$ cat src/rtl/cache_partition_gear_policy_defines.svh
`ifndef CACHE_PARTITION_GEAR_POLICY_DEFINES_SVH
`define CACHE_PARTITION_GEAR_POLICY_DEFINES_SVH

// Same-cycle implication, checked outside reset.
`define CPGP_ASSERT_NOW(lbl, ante, cons, msg) \
    lbl: assert property (@(posedge i_clk) disable iff (!i_rst_n) (ante) |-> (cons)) \
        else $error(msg);

// Next-cycle implication, checked outside reset.
`define CPGP_ASSERT_NEXT(lbl, ante, cons, msg) \
    lbl: assert property (@(posedge i_clk) disable iff (!i_rst_n) (ante) |=> (cons)) \
        else $error(msg);

`endif

$ cat src/rtl/cpgp_pkg.sv
package cpgp_pkg;

    typedef struct packed {
        logic [23:0] cpu_freq_c0;
        logic [23:0] cpu_freq_c1;
        logic [11:0] gpu_freq_mhz;
    } t_in_word;

    typedef struct packed {
        logic [1:0] cpu_gear;
        logic [1:0] gpu_gear;
        logic       from_gpu_policy;
        logic       last;
    } t_out_word;

    typedef struct packed {
        logic [23:0] boost_thresh_c0;
        logic [23:0] boost_thresh_c1;
        logic [23:0] restore_thresh_c0;
        logic [23:0] restore_thresh_c1;
        logic [47:0] band_c0;
        logic [47:0] band_c1;
        logic [11:0] gpu_low_thresh;
        logic [11:0] gpu_high_thresh;
    } t_cfg;

    typedef struct packed {
        logic [1:0] count;
        t_out_word  res0;
        t_out_word  res1;
    } t_res_pair;

    typedef enum logic [2:0] {
        CPU_NONE    = 3'd0,
        CPU_BOOST   = 3'd1,
        CPU_RISE    = 3'd2,
        CPU_RESTORE = 3'd3,
        CPU_FALL    = 3'd4
    } t_cpu_state;

    typedef enum logic [1:0] {
        GPU_NONE  = 2'd0,
        GPU_BELOW = 2'd1,
        GPU_IN    = 2'd2,
        GPU_ABOVE = 2'd3
    } t_gpu_state;

    localparam int CFG_IDX_W = 4;
    localparam int CFG_DATA_W = 48;

    localparam logic [CFG_IDX_W-1:0] CFG_BOOST_C0   = 4'd0;
    localparam logic [CFG_IDX_W-1:0] CFG_BOOST_C1   = 4'd1;
    localparam logic [CFG_IDX_W-1:0] CFG_RESTORE_C0 = 4'd2;
    localparam logic [CFG_IDX_W-1:0] CFG_RESTORE_C1 = 4'd3;
    localparam logic [CFG_IDX_W-1:0] CFG_BAND_C0    = 4'd4;
    localparam logic [CFG_IDX_W-1:0] CFG_BAND_C1    = 4'd5;
    localparam logic [CFG_IDX_W-1:0] CFG_GPU_LOW    = 4'd6;
    localparam logic [CFG_IDX_W-1:0] CFG_GPU_HIGH   = 4'd7;

    localparam logic [1:0] GEAR_0 = 2'd0;
    localparam logic [1:0] GEAR_1 = 2'd1;
    localparam logic [1:0] GEAR_3 = 2'd3;

endpackage

$ cat src/rtl/cpgp_policy.sv
module cpgp_policy (
    input  logic              i_clk,
    input  logic              i_rst_n,
    input  logic              i_fire,
    input  cpgp_pkg::t_in_word i_word,
    input  cpgp_pkg::t_cfg    i_cfg,
    output cpgp_pkg::t_res_pair o_res
);
    import cpgp_pkg::*;

    logic [23:0] r_last_c0;
    logic [23:0] r_last_c1;
    t_cpu_state  r_cpu_state;
    t_cpu_state  n_cpu_state;
    t_gpu_state  r_gpu_state;
    t_gpu_state  n_gpu_state;

    logic [23:0] w_c0;
    logic [23:0] w_c1;
    logic [23:0] w_lo0;
    logic [23:0] w_hi0;
    logic [23:0] w_lo1;
    logic [23:0] w_hi1;
    logic        w_rose0;
    logic        w_rose1;
    logic        w_cpu_emit;
    logic        w_gpu_emit;
    t_out_word   w_cpu_res;
    t_out_word   w_gpu_res;

    assign w_c0  = i_word.cpu_freq_c0;
    assign w_c1  = i_word.cpu_freq_c1;
    assign w_lo0 = i_cfg.band_c0[23:0];
    assign w_hi0 = i_cfg.band_c0[47:24];
    assign w_lo1 = i_cfg.band_c1[23:0];
    assign w_hi1 = i_cfg.band_c1[47:24];

    assign w_rose0 = (w_c0 > r_last_c0) && ((w_c0 - r_last_c0) > i_cfg.boost_thresh_c0);
    assign w_rose1 = (w_c1 > r_last_c1) && ((w_c1 - r_last_c1) > i_cfg.boost_thresh_c1);

    always_comb begin
        n_cpu_state = r_cpu_state;
        w_cpu_emit  = 1'b0;
        w_cpu_res   = '{cpu_gear: GEAR_0, gpu_gear: GEAR_3, from_gpu_policy: 1'b0,
                        last: 1'b0};
        if (i_word.gpu_freq_mhz < i_cfg.gpu_low_thresh) begin
            if (r_cpu_state != CPU_BOOST && (w_rose0 || w_rose1)) begin
                n_cpu_state = CPU_BOOST;
            end else if (r_cpu_state != CPU_RISE &&
                         (w_c0 >= r_last_c0 || w_c1 >= r_last_c1)) begin
                n_cpu_state = CPU_RISE;
                w_cpu_emit  = 1'b1;
            end else if (r_cpu_state != CPU_RESTORE &&
                         w_c0 <= i_cfg.restore_thresh_c0 &&
                         w_c1 <= i_cfg.restore_thresh_c1) begin
                n_cpu_state = CPU_RESTORE;
                w_cpu_emit  = 1'b1;
                w_cpu_res.cpu_gear = GEAR_1;
                w_cpu_res.gpu_gear = GEAR_1;
            end else if (r_cpu_state != CPU_FALL &&
                         w_c0 < r_last_c0 && w_c1 < r_last_c1) begin
                n_cpu_state = CPU_FALL;
            end
        end
    end

    always_comb begin
        n_gpu_state = r_gpu_state;
        w_gpu_emit  = 1'b0;
        w_gpu_res   = '{cpu_gear: GEAR_3, gpu_gear: GEAR_0, from_gpu_policy: 1'b1,
                        last: 1'b1};
        if (i_word.gpu_freq_mhz > i_cfg.gpu_high_thresh) begin
            if (r_gpu_state != GPU_BELOW && (w_c0 < w_lo0 || w_c1 < w_lo1)) begin
                n_gpu_state = GPU_BELOW;
                w_gpu_emit  = 1'b1;
            end else if (r_gpu_state != GPU_IN &&
                         ((w_c0 >= w_lo0 && w_c0 < w_hi0) ||
                          (w_c1 >= w_lo1 && w_c1 < w_hi1))) begin
                n_gpu_state = GPU_IN;
                w_gpu_emit  = 1'b1;
                w_gpu_res.cpu_gear = GEAR_1;
                w_gpu_res.gpu_gear = GEAR_1;
            end else if (r_gpu_state != GPU_ABOVE &&
                         (w_c0 >= w_hi0 || w_c1 >= w_hi1)) begin
                n_gpu_state = GPU_ABOVE;
                w_gpu_emit  = 1'b1;
                w_gpu_res.cpu_gear = GEAR_0;
                w_gpu_res.gpu_gear = GEAR_1;
            end
        end
    end

    always_comb begin
        o_res = '{count: 2'd0, res0: w_gpu_res, res1: w_gpu_res};
        if (i_fire) begin
            if (w_cpu_emit && w_gpu_emit) begin
                o_res.count = 2'd2;
                o_res.res0  = w_cpu_res;
            end else if (w_cpu_emit) begin
                o_res.count     = 2'd1;
                o_res.res0      = w_cpu_res;
                o_res.res0.last = 1'b1;
            end else if (w_gpu_emit) begin
                o_res.count = 2'd1;
            end
        end
    end

    always_ff @(posedge i_clk) begin
        if (!i_rst_n) begin
            r_last_c0   <= '0;
            r_last_c1   <= '0;
            r_cpu_state <= CPU_NONE;
            r_gpu_state <= GPU_NONE;
        end else if (i_fire) begin
            r_last_c0   <= w_c0;
            r_last_c1   <= w_c1;
            r_cpu_state <= n_cpu_state;
            r_gpu_state <= n_gpu_state;
        end
    end

endmodule

$ cat src/rtl/cpgp_res_queue.sv
`include "cache_partition_gear_policy_defines.svh"

module cpgp_res_queue (
    input  logic                i_clk,
    input  logic                i_rst_n,
    input  cpgp_pkg::t_res_pair i_push,
    output logic                o_room,
    output logic                o_out_valid,
    input  logic                i_out_stall,
    output cpgp_pkg::t_out_word o_out_word
);
    import cpgp_pkg::*;

    localparam int QDEPTH = 4;
    localparam int CNT_W  = $clog2(QDEPTH + 1);

    t_out_word        r_q [QDEPTH];
    t_out_word        n_q [QDEPTH];
    logic [CNT_W-1:0] r_cnt;
    logic [CNT_W-1:0] n_cnt;
    logic [CNT_W-1:0] w_base;
    logic             w_pop;

    assign o_out_valid = (r_cnt != '0);
    assign o_out_word  = r_q[0];
    assign o_room      = (r_cnt <= CNT_W'(QDEPTH - 2));
    assign w_pop       = o_out_valid && !i_out_stall;
    assign w_base      = r_cnt - CNT_W'(w_pop);

    always_comb begin
        for (int i = 0; i < QDEPTH; i++) begin
            if (w_pop && i < QDEPTH - 1) begin
                n_q[i] = r_q[i + 1];
            end else begin
                n_q[i] = r_q[i];
            end
            if (i_push.count != 2'd0 && w_base == CNT_W'(i)) begin
                n_q[i] = i_push.res0;
            end
            if (i_push.count == 2'd2 && w_base + CNT_W'(1) == CNT_W'(i)) begin
                n_q[i] = i_push.res1;
            end
        end
        n_cnt = w_base + CNT_W'(i_push.count);
    end

    always_ff @(posedge i_clk) begin
        for (int i = 0; i < QDEPTH; i++) begin
            r_q[i] <= n_q[i];
        end
    end

    always_ff @(posedge i_clk) begin
        if (!i_rst_n) begin
            r_cnt <= '0;
        end else begin
            r_cnt <= n_cnt;
        end
    end

    `CPGP_ASSERT_NOW(a_cnt_bound, 1'b1, r_cnt <= CNT_W'(QDEPTH), "result queue overfilled")
    `CPGP_ASSERT_NOW(a_push_room, i_push.count != 2'd0, o_room, "results pushed without room")
    `CPGP_ASSERT_NOW(a_pair_last, i_push.count == 2'd2, i_push.res1.last && !i_push.res0.last, "bad last marks on a pair")
    `CPGP_ASSERT_NEXT(a_pop_only, w_pop && i_push.count == 2'd0, r_cnt == $past(r_cnt) - CNT_W'(1), "pop miscounted")

endmodule

$ cat src/rtl/cache_partition_gear_policy.sv
// An accepted input word is registered and decided once the result queue has room;
// its result words are registered in the result queue and offered from there.
// Throughput: one input word per cycle while the result queue has room and each word
// yields at most one result; when both policies emit, the one-word output limits it.
// Reset: synchronous, active low; clears history, policy states and the result
// queue, and loads the default thresholds and bands.
module cache_partition_gear_policy (
    input  logic                                 i_clk,
    input  logic                                 i_rst_n,
    input  logic                                 i_in_valid,
    output logic                                 o_in_stall,
    input  cpgp_pkg::t_in_word                   i_in_word,
    output logic                                 o_out_valid,
    input  logic                                 i_out_stall,
    output cpgp_pkg::t_out_word                  o_out_word,
    input  logic                                 i_cfg_we,
    input  logic [cpgp_pkg::CFG_IDX_W-1:0]       i_cfg_index,
    input  logic [cpgp_pkg::CFG_DATA_W-1:0]      i_cfg_data
);
    import cpgp_pkg::*;

    logic      r_in_valid;
    t_in_word  r_in_word;
    t_cfg      r_cfg;
    logic      w_room;
    logic      w_fire;
    t_res_pair w_res;

    assign w_fire     = r_in_valid && w_room;
    assign o_in_stall = r_in_valid && !w_room;

    always_ff @(posedge i_clk) begin
        if (!i_rst_n) begin
            r_in_valid <= 1'b0;
        end else if (i_in_valid && !o_in_stall) begin
            r_in_valid <= 1'b1;
        end else if (w_fire) begin
            r_in_valid <= 1'b0;
        end
    end

    always_ff @(posedge i_clk) begin
        if (i_in_valid && !o_in_stall) begin
            r_in_word <= i_in_word;
        end
    end

    always_ff @(posedge i_clk) begin
        if (!i_rst_n) begin
            r_cfg.boost_thresh_c0   <= 24'd1500000;
            r_cfg.boost_thresh_c1   <= 24'd1500000;
            r_cfg.restore_thresh_c0 <= 24'd1000000;
            r_cfg.restore_thresh_c1 <= 24'd1400000;
            r_cfg.band_c0           <= {24'd1996800, 24'd115200};
            r_cfg.band_c1           <= {24'd3072000, 24'd1689600};
            r_cfg.gpu_low_thresh    <= 12'd443;
            r_cfg.gpu_high_thresh   <= 12'd607;
        end else if (i_cfg_we) begin
            case (i_cfg_index)
                CFG_BOOST_C0:   r_cfg.boost_thresh_c0   <= i_cfg_data[23:0];
                CFG_BOOST_C1:   r_cfg.boost_thresh_c1   <= i_cfg_data[23:0];
                CFG_RESTORE_C0: r_cfg.restore_thresh_c0 <= i_cfg_data[23:0];
                CFG_RESTORE_C1: r_cfg.restore_thresh_c1 <= i_cfg_data[23:0];
                CFG_BAND_C0:    r_cfg.band_c0           <= i_cfg_data[47:0];
                CFG_BAND_C1:    r_cfg.band_c1           <= i_cfg_data[47:0];
                CFG_GPU_LOW:    r_cfg.gpu_low_thresh    <= i_cfg_data[11:0];
                CFG_GPU_HIGH:   r_cfg.gpu_high_thresh   <= i_cfg_data[11:0];
                default: begin
                end
            endcase
        end
    end

    cpgp_policy u_policy (
        .i_clk   (i_clk),
        .i_rst_n (i_rst_n),
        .i_fire  (w_fire),
        .i_word  (r_in_word),
        .i_cfg   (r_cfg),
        .o_res   (w_res)
    );

    cpgp_res_queue u_queue (
        .i_clk       (i_clk),
        .i_rst_n     (i_rst_n),
        .i_push      (w_res),
        .o_room      (w_room),
        .o_out_valid (o_out_valid),
        .i_out_stall (i_out_stall),
        .o_out_word  (o_out_word)
    );

endmodule

$ cat config.mk
export PLATFORM = sky130hd
export DESIGN_NAME = cache_partition_gear_policy
export DESIGN_NICKNAME = d
export VERILOG_FILES = /design/src/rtl/cpgp_pkg.sv /design/src/rtl/cpgp_policy.sv /design/src/rtl/cpgp_res_queue.sv /design/src/rtl/cache_partition_gear_policy.sv
export VERILOG_INCLUDE_DIRS = /design/src /design/src/rtl
export SDC_FILE = /design/constraint.sdc
export NUM_CORES = 1
export LEC_CHECK = 0
export BUFFER_PORTS_ARGS = -buffer_cell sky130_fd_sc_hd__buf_2
export CORE_MARGIN = 8
export CORE_UTILIZATION = 30
export CTS_BUF_LIST = sky130_fd_sc_hd__clkbuf_4 sky130_fd_sc_hd__clkbuf_8
export CTS_CLUSTER_SIZE = 20
export DETAILED_ROUTE_END_ITERATION = 12
export PLACE_DENSITY_LB_ADDON = 0.2
export SETUP_SLACK_MARGIN = 0.02
export SLEW_MARGIN = 15
export SYNTH_ARGS = -nofsm -noshare
export SYNTH_HDL_FRONTEND = slang
export SYNTH_SLANG_ARGS = --single-unit
export TNS_END_PERCENT = 20
$ cat constraint.sdc
create_clock -name i_clk -period 11.2 [get_ports i_clk]
set_input_delay 2.8 -clock i_clk [delete_from_list [all_inputs] [get_ports i_clk]]
set_output_delay 2.8 -clock i_clk [all_outputs]
set_load 0.01 [all_outputs]
* Word-level counts from Yosys, hierarchy flattened *
Memories as Yosys holds them, arrays and structs flattened.
Cells that the tools add are included.

cells by class
  add/sub/neg operators = 5
  $lt $le $gt $ge = 21
  equal/unequal tests = 21
  mux-type cells = 41
  reductions and logical operators = 52

operators by type and width
  cell                  number
  $ge A24 B24 Y1        6
  $lt A24 B24 Y1        6
  $gt A24 B24 Y1        4
  $mux W6               12
  $le A24 B24 Y1        2
  $sub A24 B24 Y24      2
  $mux W4               7
  $logic_and A1 B1 Y1   26
  $eq A4 B3 Y1 const B  4
  $mux W8               2
  $reduce_and A2 Y1     8
  $mux W3               5
  $eq A3 B2 Y1 const B  4
  $gt A12 B12 Y1        1
  $lt A12 B12 Y1        1
  $mux W1               11
  $eq A4 B2 Y1 const B  2
  $mux W2               4
  $eq A3 B1 Y1 const B  2
  $logic_not A3 Y1      2
  $ne A3 B2 Y1 const B  2
  $reduce_and A3 Y1     2
  $reduce_bool A3 Y1    2
  $logic_or A1 B1 Y1    5
  14 further kinds      18

word-level totals
  register bits = 333
  memory bits (writable) = 24
  output and inout bits = 8
  word-level logic and storage cells = 158
  memories = 1

memories
  name         words  bits a word  read ports  clocked after memory_dff  write ports  RTL line              RTL
  u_queue.r_q  4      6            4           0                         4            cpgp_res_queue.sv:17  t_out_word r_q [QDEPTH];

* Logic depth before layout (Yosys ltp) *
Gate-level depths: netlist of run 1.

  word-level depth = 15
  mapped depth = 29
  gate-level depth less buffers = 28

* Hierarchy *
A second synthesis of run 1 with hierarchy kept.

second synthesis, totals
  cells, all modules = 2402
  area, all modules = 21968.6 µm²

modules (own cells, without submodules)
  module                       instances  cells an instance  area an instance (µm²)  sequential area each (µm²)
  cpgp_policy                  1          1320               10154.7                 1061.0
  cache_partition_gear_policy  1          919                10126.0                 6145.9
  cpgp_res_queue               1          163                1687.9                  780.7

* Worst setup path after synthesis of run 1 *
OpenSTA, ideal clock, no wires.

  path type = input to register
  from = input i_in_valid
  to = register r_in_word[0] (netlist name) (enable)
  data arrival time = 5444 ps
  slack = 5272 ps
  stages = 1
  path through = nor2b_1

on the way
  word-level cells in the longest chain between the ends = 1

RTL lines
  element               RTL line                           RTL
  from (decl)           cache_partition_gear_policy.sv:10  input logic i_in_valid,
  $logic_and A1 B1 Y1   cache_partition_gear_policy.sv:43  if (i_in_valid && !o_in_stall) begin
  to (signal assigned)  cache_partition_gear_policy.sv:44  r_in_word <= i_in_word;
  to (decl)             cache_partition_gear_policy.sv:23  t_in_word r_in_word;

Every way passes these cells.
A chain may end at the register's enable or synchronous reset.

==> results of run 1 <==
==> stage by stage <==
step	instance area, µm²	hold slack [ns]
finish	24200	0.464
global route	24200	0.483
CTS	24200	0.466
detailed placement	22700	0.458
global placement	22700	0.452
floorplan	21200	0.439
==> metal layers <==
layer	vias to the layer above	GRT usage [%]
met5	-	0
met4	2	5.71
met3	119	3.60
met2	389	27.6
met1	8487	22.4
li1	8850	-
==> placed cells by master (no fill, tap or decap), types with 61 or more instances in the layout <==
master / count
nand2_1: 548
inv_1: 286
dfxtp_1: 285
ha_1: 268
a21boi_0: 195
buf_2: 123
a21oi_1: 108
o211ai_1: 83
clkbuf_8: 82
edfxtp_1: 72
a21o_1: 67
nor2_1: 61
==> sequential cells by signal, summed over array words and instances, names as in the netlist <==
register	count
u_policy.r_last_c0	24
u_queue.r_q	24
r_in_word	60
u_queue.r_cnt	3
u_policy.r_last_c1	24
r_cfg	216
u_policy.r_gpu_state	2
r_in_valid	1
u_policy.r_cpu_state	3
==> path summary, 6_finish.rpt <==
kind / depth (start not counted) / startpoint / endpoint
setup reg to reg: 26 / r_in_word[39] / u_queue.r_q[0][4]
hold / removal: 2 / u_policy.r_last_c0[4] / u_policy.r_last_c0[4]
setup / recovery: 26 / r_in_word[39] / u_queue.r_q[0][4]
hold reg to reg: 2 / u_policy.r_last_c0[4] / u_policy.r_last_c0[4]
==> final cells by class <==
| cell class | instances | area, µm² |
|---|---|---|
| inverter | 287 | 1080 |
| antenna | 1 | 2.50 |
| clock buffer | 107 | 1320 |
| tap | 940 | 1180 |
| clock inverter | 24 | 183 |
| timing repair buffer | 140 | 747 |
| sequential | 357 | 7870 |
| multi-input combinational | 1766 | 11900 |
| fill | 7419 | 45800 |
==> worst max-delay path: stages (launching register included) <==
cell and delay (ns):
edfxtp_1 0.49, ha_1 0.41, and3_1 0.22, o21ai_1 0.10, a31oi_1 0.15, o211ai_1 0.35
a2111oi_2 0.16, nor3_1 0.34, o21bai_1 0.16, a2111oi_0 0.39, a211oi_1 0.12, ha_1 0.31
nand4_1 0.11, or2_2 0.33, nor3_1 0.19, nand2_1 0.08, nand3_1 0.09, o21bai_1 0.25
o211ai_1 0.19, nor2_1 0.13, ha_1 0.25, and3_1 0.20, o21ai_0 0.52, nor2_1 0.24
or3_1 0.35, o21ai_0 0.08, a31oi_1 0.07
==> where the power goes <==
group	internal, mW	switching (mW)	total, mW
Combinational	0.402	0.623	1.02
Sequential	1.42	0.0739	1.50
Clock	0.786	0.621	1.41
Total	2.61	1.32	3.93
==> logic make-up (layout without fill, tap and decap cells) <==
family / after synthesis / after routing
and+or+nand+nor: 833 / 833
AOI/OAI and AO/OA: 621 / 621
buffers and inverters: 388 / 558
DFF: 357 / 357
adders and majority gates: 271 / 271
xor gates and xnor gates: 41 / 41
other: 0 / 1
==> key figures, run 1 <==
Synth
  • Synth Area in XOR/XNOR: 1.69%
  • Synth warnings: 0
  • Simple-Gate Fraction of Synth Area: 17.4%
  • Synth area leaders: dfxtp_1 (27%), ha_1 (16%), edfxtp_1 (10%)
  • Mapped Area: 21,200 µm²
  • Post-synthesis sequential area ratio: 37.1%
  • Compound-gate portion of the synthesized area: 20.5%
  • Syn Nets: 2,899
  • Commonest cells post-synth: nand2_1 (549), inv_1 (286), dfxtp_1 (285)
  • Proportion of synthesized area in mux cells: 0%
  • Largest area contributor in the netlist: dfxtp_1
  • Synth Area in Adders: 16.1%
  • Syn Inst Count: 2,511
  • Main synth FF type: dfxtp_1
  • #FFs+latches synth: 357
  • Post-synth top area share: 26.9%
  • Largest family of logic cells by synthesized area: compound AO/OA/AOI/OAI gates
  • Netlist cell types: 85
  • Number of flops mapped to enable cells by yosys: 72
  • Synthesized area per cell: 8.44 µm²
  • Async SR Flop Fraction: 0%
  • Most common cell in the netlist: nand2_1

STA
  • Final Max Tran Viols: 0
  • Final count of hold timing violations: 0
  • Setup tns final: 0 ns
  • Slew margin rel.: 21.6%
  • RSZ-0062 raised after global routing: false
  • Final setup viols: 0
  • Highest Clock Rate: 153 MHz
  • Minimum clock period: 6.56 ns
  • PnR worst setup slack: 4.64 ns
  • Clock Skews: 0.0321 ns
  • Slew @ Worst Pin: 1.17 ns
  • Post-route clock period utilization: 58.5%

Placement
  • DP Wirelength: 50,600 µm
  • Gpl congestion: 0.887
  • PortBufs: 124
  • Post-Place Setup Slack: 4.71 ns
  • Dpl cells: 3,490

CTS
  • Clock root buffer: clkbuf_8
  • Post-CTS setup buffer count: 0
  • Clock transition at path regs: 0.06 ns
  • CTS Hold Bufs: 0
  • CTS Buf Count: 71
  • Resized Gates After CTS: 0
  • CTS tree: yes
  • Clock sink count: 357
  • H-tree Lvls: 3
  • Longest Clk Path Bufs: 3
  • Skew-Pair Late Insertion Delay: 0.66 ns

Critical path
  • WP data required: 11.56 ns
  • CP Class: reg -> reg
  • WP data arrival: 6.92 ns
  • Worst setup SP type: flip-flop
  • Crit path max fanout: 7
  • R2R setup slack: 4.64 ns
  • Crit path capture type: flip-flop

Floorplanning
  • # IOs: 125
  • Die Y: 282 µm
  • Die area: 79,400 µm²
  • Die span in x: 282 µm
  • Core area: 70,000 µm²
  • Starting density of the core: 30.3%
  • Cell row count: 97

GRT
  • GRT Total Usage: 17.0%
  • Largest net degree at the start of global routing: 101
  • GRT overflow: 0
  • First-pass GRT wire length: 104,000 µm
  • Initial antenna violation count: 3
  • Via count of the first global-routing pass: 17,700

Finish
  • Final core occ: 34.6%
  • Final net count: 3,011
  • Layout Cells excl Fill: 3,622
  • Layout cell share with drive strength beyond 1: 11.7%
  • Area grow syn2layout: 14.3%

Power and ir drop
  • Worst vdd ir: 0.0857 mV
  • Total design power: 3.93 mW
  • P_leak: 9.85 nW
  • Pwr/cell area: 162 nW/µm²

Detailed routing
  • Met1 WL: 32,300 µm
  • Top sig layer: met5
  • Drt total wl: 68,700 µm
  • Drt pass-1 iters: 5
  • DRC viols: 0
  • Via density: 4.93
  • Routed length on met2: 30,800 µm
  • Drt initial violations: 1,078
  • Detailed-route wire length per cell: 19.0 µm
  • Routed vias: 17,800
  • Met3 WL: 3390 µm
  • Antenna-violating nets left: 0

Min path
  • Worst min path class: reg -> reg

Run status
  • Status: finished, final reports clean

Job
  • Max Cap Viol: 0
Note: power is estimated with default switching activity, not from simulation.
==> inputs of run 2 (changes only) <==
- clock period: 11.2 -> 6.64 ns (I/O delays scaled with it)
==> key figures, run 2 (same netlist as run 1, synthesis figures left out) <==
Run status
  • Status: finished, final reports clean

CTS
  • Clock transition at path regs: 0.06 ns (about the same)
  • CTS tree: yes
  • Clock sink count: 357 (unchanged)
  • Longest Clk Path Bufs: 3 (unchanged)
  • CTS Hold Bufs: 0 (unchanged)
  • Skew-Pair Late Insertion Delay: 0.65 ns (about the same)
  • Clock root buffer: clkbuf_8
  • H-tree Lvls: 3 (unchanged)
  • CTS Buf Count: 70 (-1.4%)

Power and ir drop
  • P_sw: 2.20 mW (+67%)
  • Clock network fraction of total power: 35.5% (-0.3 points)
  • Logic pwr share: 26.8% (+0.7 points)
  • Sequential share of power: 37.7% (-0.4 points)
  • P_leak: 9.94 nW (+0.86%)
  • Cell internal pwr: 4.45 mW (+71%)
  • Pwr/cell area: 273 nW/µm² (+68%)
  • Switching Share: 33.1% (-0.47 points)
  • Worst vdd ir: 0.142 mV (+66%)

Finish
  • Area grow syn2layout: 15.1%
  • Fillers: 7,354 (-0.88%)
  • Regs by FF count: r_cfg x216, r_in_word x60
  • Layout cell share with drive strength beyond 1: 12.4% (+0.71 points)
  • Biggest register: r_cfg
  • Finished Cell Area: 24,400 µm² (+0.68%)
  • Commonest non-fill, non-tap cells in the layout: nand2_1 (548), inv_1 (286), dfxtp_1 (285)
  • Final net count: 3,030 (+0.63%)
  • Most common cell after layout, fill and taps aside: nand2_1
  • Max reg flops: 216 (unchanged)

Job
  • Max Cap Viol: 0 (unchanged)

Floorplanning
  • # IOs: 125 (unchanged)
  • Die area: 79,400 µm² (unchanged)
  • Die Y: 282 µm (unchanged)
  • Core area: 70,000 µm² (unchanged)
  • Die span in x: 282 µm (unchanged)
  • Cell row count: 97 (unchanged)
  • Starting density of the core: 30.3% (unchanged)

Detailed routing
  • Via density: 4.86 (-1.4%)
  • Antenna-violating nets left: 0 (unchanged)
  • Detailed-route wire length per cell: 18.9 µm (-0.33%)
  • Routed vias: 17,700 (-1.0%)
  • DRC viols: 0 (unchanged)
  • Drt total wl: 68,800 µm (about the same)
  • Drt initial violations: 1,036 (-3.9%)
  • Drt pass-1 iters: 5 (unchanged)

GRT
  • Initial antenna violation count: 3 (unchanged)
  • Via count of the first global-routing pass: 17,600 (-0.64%)
  • Largest net degree at the start of global routing: 114 (+13%)
  • GRT Total Usage: 17.1% (+0.11 points)
  • GRT overflow: 0 (unchanged)
  • First-pass GRT wire length: 105,000 µm (+0.59%)

STA
  • Final Max Tran Viols: 0 (unchanged)
  • RSZ-0062 raised after global routing: false
  • Slew @ Worst Pin: 1.16 ns (-0.00279 ns)
  • Final count of hold timing violations: 0 (unchanged)
  • Slew margin rel.: 21.8% (+0.19 points)
  • Highest Clock Rate: 165 MHz (+8.0%)
  • Post-route clock period utilization: 91.4% (+33 points)
  • Final setup viols: 0 (unchanged)
  • Minimum clock period: 6.07 ns (-0.488 ns)
  • Setup tns final: 0 ns (unchanged)
  • PnR worst setup slack: 0.572 ns (-4.07 ns)
  • Clock Skews: 0.0425 ns (+0.0104 ns)

Placement
  • Placed inst area: 22,900 µm² (+0.60%)
  • PortBufs: 124 (unchanged)
  • Post-Place Setup Slack: 0.133 ns (-4.58 ns)
  • DP Wirelength: 51,100 µm (+1.1%)
  • Gpl congestion: 0.869 (-2.0%)

Critical path
  • Crit path max fanout: 7 (unchanged)
  • WP data required: 6.99 ns (-4.57 ns)
  • Family with the most delay on the worst path: compound AO/OA/AOI/OAI gates
  • CP most frequent cell: ha_1
  • Buf/Inv on CP: 0 (unchanged)
  • Worst setup SP type: flip-flop
  • Crit path capture type: flip-flop
  • Crit-path max cell delay: 0.49 ns (-0.03 ns)
  • WP data arrival: 6.41 ns (-0.51 ns)
  • CP Class: reg -> reg
  • Crit-path slowest cell: edfxtp_1

Min path
  • Worst min path class: reg -> reg
## run 2: cell type report
class	count	area (µm²)	area share (%)
Multi-Input combinational cell	1766	11900	48.7
Sequential cell	357	7870	32.3
Clock buffer	114	1380	5.64
Tap cell	940	1180	4.82
Inverter	287	1080	4.42
Timing Repair Buffer	160	897	3.68
Clock inverter	12	109	0.446
Antenna cell	1	2.50	0.0103
## run 2: power groups by stage
stage               combinational (mW)  clock, mW  sequential [mW]
detailed placement                1.77          0             2.55
global placement                  1.74          0             2.55
CTS                               1.78       2.46             2.51
finish                            1.78       2.36             2.51
global route                      2.01       2.55             2.53
floorplan                         1.23          0             2.53
## run 2: path summary, 6_finish.rpt
path,end,slack (ns),cells after the start,from
worst min register to register,u_policy.r_last_c0[2],0.46,2,u_policy.r_last_c0[2]
worst max-delay path,u_queue.r_q[0][4],0.57,25,r_in_word[15]
worst min-delay path,u_policy.r_last_c0[2],0.46,2,u_policy.r_last_c0[2]
worst max register to register,u_queue.r_q[0][4],0.57,25,r_in_word[15]
## run 2: what timing repair did
item / in CTS / in global routing
endpoints found under the setup margin: 0 / 27
resized for setup: 0 / 8
setup buffers: 0 / 2
## run 2: per-stage QoR
step / total power [mW] / std cells / util (%) / hold slack (ns)
after floorplan: 3.76 / 2511 / - / 0.439
after global placement: 4.29 / 3508 / 32.6 / 0.453
after detailed placement: 4.32 / 3508 / 32.6 / 0.459
after CTS: 6.74 / 3634 / 34.7 / 0.467
after global routing: 7.09 / 3637 / 34.8 / 0.482
final: 6.65 / 3637 / 34.8 / 0.463
## run 2: worst register-to-register path: stages, from the launching register on
cell and delay (ns):
edfxtp_1 0.49, ha_1 0.44, nand2_1 0.08, a21oi_1 0.18, nor3_2 0.09, o31a_2 0.38, a211oi_1 0.33, a221o_1 0.37
a31o_1 0.20, a21oi_2 0.06, xnor2_1 0.13, ha_1 0.29, nand4_1 0.15, nor4_2 0.26, o21ai_0 0.16, and3_1 0.22
a211o_4 0.36, o211ai_1 0.16, nor2_1 0.07, ha_1 0.32, and3_1 0.23, o21ai_4 0.22, nor2_1 0.15, or3_1 0.31
o21ai_0 0.07, a31oi_1 0.06
## run 2: per-layer routing
metal  wire length, µm  up-vias  global-route usage [%]
met4              2120        0                    6.23
met1             32600     8282                    22.9
li1                  -     8877                       -
met2             30700      391                    27.6
met5                 0        -                       0
met3              3350      112                    2.90
==> inputs of run 3 (changes only) <==
- CORE_UTILIZATION: 30 -> 45
- clock period: 6.64 -> 7.6 ns (I/O delays scaled with it)
==> key figures, run 3 (same netlist as run 1, synthesis figures left out) <==
Floorplanning
  • Cell row count: 79 (-19%)
  • Die Y: 233 µm (-17%)
  • Die area: 54,300 µm² (-32%)
  • Die span in x: 233 µm (-17%)
  • # IOs: 125 (unchanged)
  • Starting density of the core: 45.5% (+15 points)
  • Core area: 46,600 µm² (-34%)

GRT
  • GRT Total Usage: 22.8% (+5.7 points)
  • Via count of the first global-routing pass: 17,500 (-0.71%)
  • Initial antenna violation count: 2 (-1)
  • Largest net degree at the start of global routing: 100 (-12%)
  • GRT overflow: 0 (unchanged)
  • First-pass GRT wire length: 97,000 µm (-7.5%)

Placement
  • Dpl cells: 3,153 (-10%)
  • Gpl congestion: 0.933 (+7.3%)
  • DP Wirelength: 45,800 µm (-10%)
  • PortBufs: 124 (unchanged)

Power and ir drop
  • Clock network fraction of total power: 34.9% (-0.6 points)
  • Worst vdd ir: 0.257 mV (+81%)
  • Switching Share: 33.1% (+0.035 points)
  • Cell internal pwr: 3.80 mW (-15%)
  • Pwr/cell area: 240 nW/µm² (-12%)
  • Sequential share of power: 38.8% (+1.1 points)
  • Logic pwr share: 26.3% (-0.5 points)
  • P_sw: 1.88 mW (-15%)
  • Total design power: 5.68 mW (-15%)
  • P_leak: 9.77 nW (-1.7%)

CTS
  • Post-CTS setup buffer count: 0 (unchanged)
  • CTS Hold Bufs: 0 (unchanged)
  • H-tree Lvls: 3 (unchanged)
  • Clock root buffer: clkbuf_8
  • Clock transition at path regs: 0.07 ns (about the same)
  • Skew-Pair Late Insertion Delay: 0.64 ns (about the same)
  • CTS tree: yes
  • Resized Gates After CTS: 0 (unchanged)
  • CTS Buf Count: 67 (-4.3%)
  • Clock sink count: 357 (unchanged)
  • Longest Clk Path Bufs: 3 (unchanged)

Finish
  • Max reg flops: 216 (unchanged)
  • Sequential Area: 7870 µm² (unchanged)
  • Biggest register: r_cfg
  • Fillers: 4,412 (-40%)
  • Area grow syn2layout: 11.7%
  • Area occupied by multi-input gates: 11,900 µm² (-0.23%)
  • Layout Cells excl Fill: 3,273 (-10%)
  • Antenna cell count: 0 (-1)
  • Commonest non-fill, non-tap cells in the layout: nand2_1 (548), inv_1 (286), dfxtp_1 (285)
  • Most common cell after layout, fill and taps aside: nand2_1
  • Regs by FF count: r_cfg x216, r_in_word x60
  • Layout cell share with drive strength beyond 1: 11.0% (-1.4 points)
  • Final net count: 3,003 (-0.89%)

Critical path
  • CP Class: reg -> reg
  • Crit-path max cell delay: 0.53 ns (+0.04 ns)
  • WP data required: 7.98 ns (+0.99 ns)
  • Family with the most delay on the worst path: compound AO/OA/AOI/OAI gates
  • Crit-path slowest cell: o21ai_0
  • Crit path max fanout: 7 (unchanged)
  • Worst setup SP type: flip-flop
  • WP data arrival: 6.97 ns (+0.56 ns)
  • Buf/Inv on CP: 0 (unchanged)
  • Crit path capture type: flip-flop
  • CP most frequent cell: ha_1

Detailed routing
  • Routed vias: 17,900 (+1.1%)
  • Via density: 5.46 (+12%)
  • Drt pass-1 iters: 7 (+2)
  • Antenna-violating nets left: 0 (unchanged)
  • Detailed-route wire length per cell: 19.1 µm (+1.2%)
  • Drt total wl: 62,600 µm (-8.9%)
  • DRC viols: 0 (unchanged)
  • Drt initial violations: 1,213 (+17%)

Run status
  • Status: finished, final reports clean

STA
  • Clock Skews: 0.0465 ns (+0.00399 ns)
  • Minimum clock period: 6.59 ns (+0.520 ns)
  • RSZ-0062 raised after global routing: false
  • Final count of hold timing violations: 0 (unchanged)
  • Tightest hold margin: 0.463 ns (-0.000748 ns)
  • Slew margin rel.: 22.4% (+0.54 points)
  • Post-route clock period utilization: 86.7% (-4.7 points)
  • Final setup viols: 0 (unchanged)
  • Highest Clock Rate: 152 MHz (-7.9%)
  • Slew @ Worst Pin: 1.16 ns (-0.00806 ns)
  • Setup tns final: 0 ns (unchanged)
  • Final Max Tran Viols: 0 (unchanged)

Job
  • Max Cap Viol: 0 (unchanged)

Min path
  • Worst min path class: reg -> reg
-- run 3: changes by cell type in the layout (fill, tap and decap cells not counted), sizes merged --
cell / change
buf: -24
clkbuf: -15
clkinv: +6
inv: +2
bufinv: +1
diode: -1
-- run 3: path summary, 6_finish.rpt --
| kind | slack (ns) | startpoint | endpoint | cells past startpoint |
|---|---|---|---|---|
| setup / recovery | 1.01 | r_in_word[39] | u_queue.r_q[2][4] | 26 |
| hold / removal | 0.46 | r_cfg[58] | r_cfg[58] | 2 |
| setup reg to reg | 1.01 | r_in_word[39] | u_queue.r_q[2][4] | 26 |
| hold reg to reg | 0.46 | r_cfg[58] | r_cfg[58] | 2 |
-- run 3: through the flow --
| stage | util (%) | instance area [µm²] | setup WS [ns] |
|---|---|---|---|
| after floorplan | - | 21200 | 2.05 |
| after global placement | 47.8 | 22300 | 1.24 |
| after detailed placement | 47.8 | 22300 | 1.15 |
| after CTS | 50.8 | 23700 | 1.09 |
| after global routing | 50.9 | 23700 | 0.568 |
| final | 50.9 | 23700 | 1.01 |
-- run 3: power groups by stage --
stage	registers (mW)	clock network (mW)	logic, mW
floorplan	2.21	0	1.08
global placement	2.24	0	1.44
detailed placement	2.24	0	1.48
CTS	2.20	2.04	1.49
global route	2.22	2.12	1.68
finish	2.20	1.98	1.50
-- run 3: area by class of cell --
class / count / area share (%)
inverter: 287 / 4.55
sequential: 357 / 33.2
multi-input combinational: 1766 / 50.1
tap: 607 / 3.21
clock inverter: 21 / 0.745
clock buffer: 99 / 5.17
timing repair buffer: 136 / 3.03
-- run 3: layer usage --
metal / vias up / track usage, % / part of all wire [%] / wire length [µm]
li1: 8840 / - / - / -
met2: 471 / 35.9 / 44 / 27600
met4: 0 / 9.50 / 3.8 / 2370
met5: - / 0 / 0 / 0
met3: 127 / 4.85 / 5.9 / 3670
met1: 8425 / 30.1 / 46 / 29000
-- run 3: tightest hold or removal path, stage by stage (launching register included) --
cell and delay [ns]:
dfxtp_1 0.31, nand2_1 0.04, a21boi_0 0.06
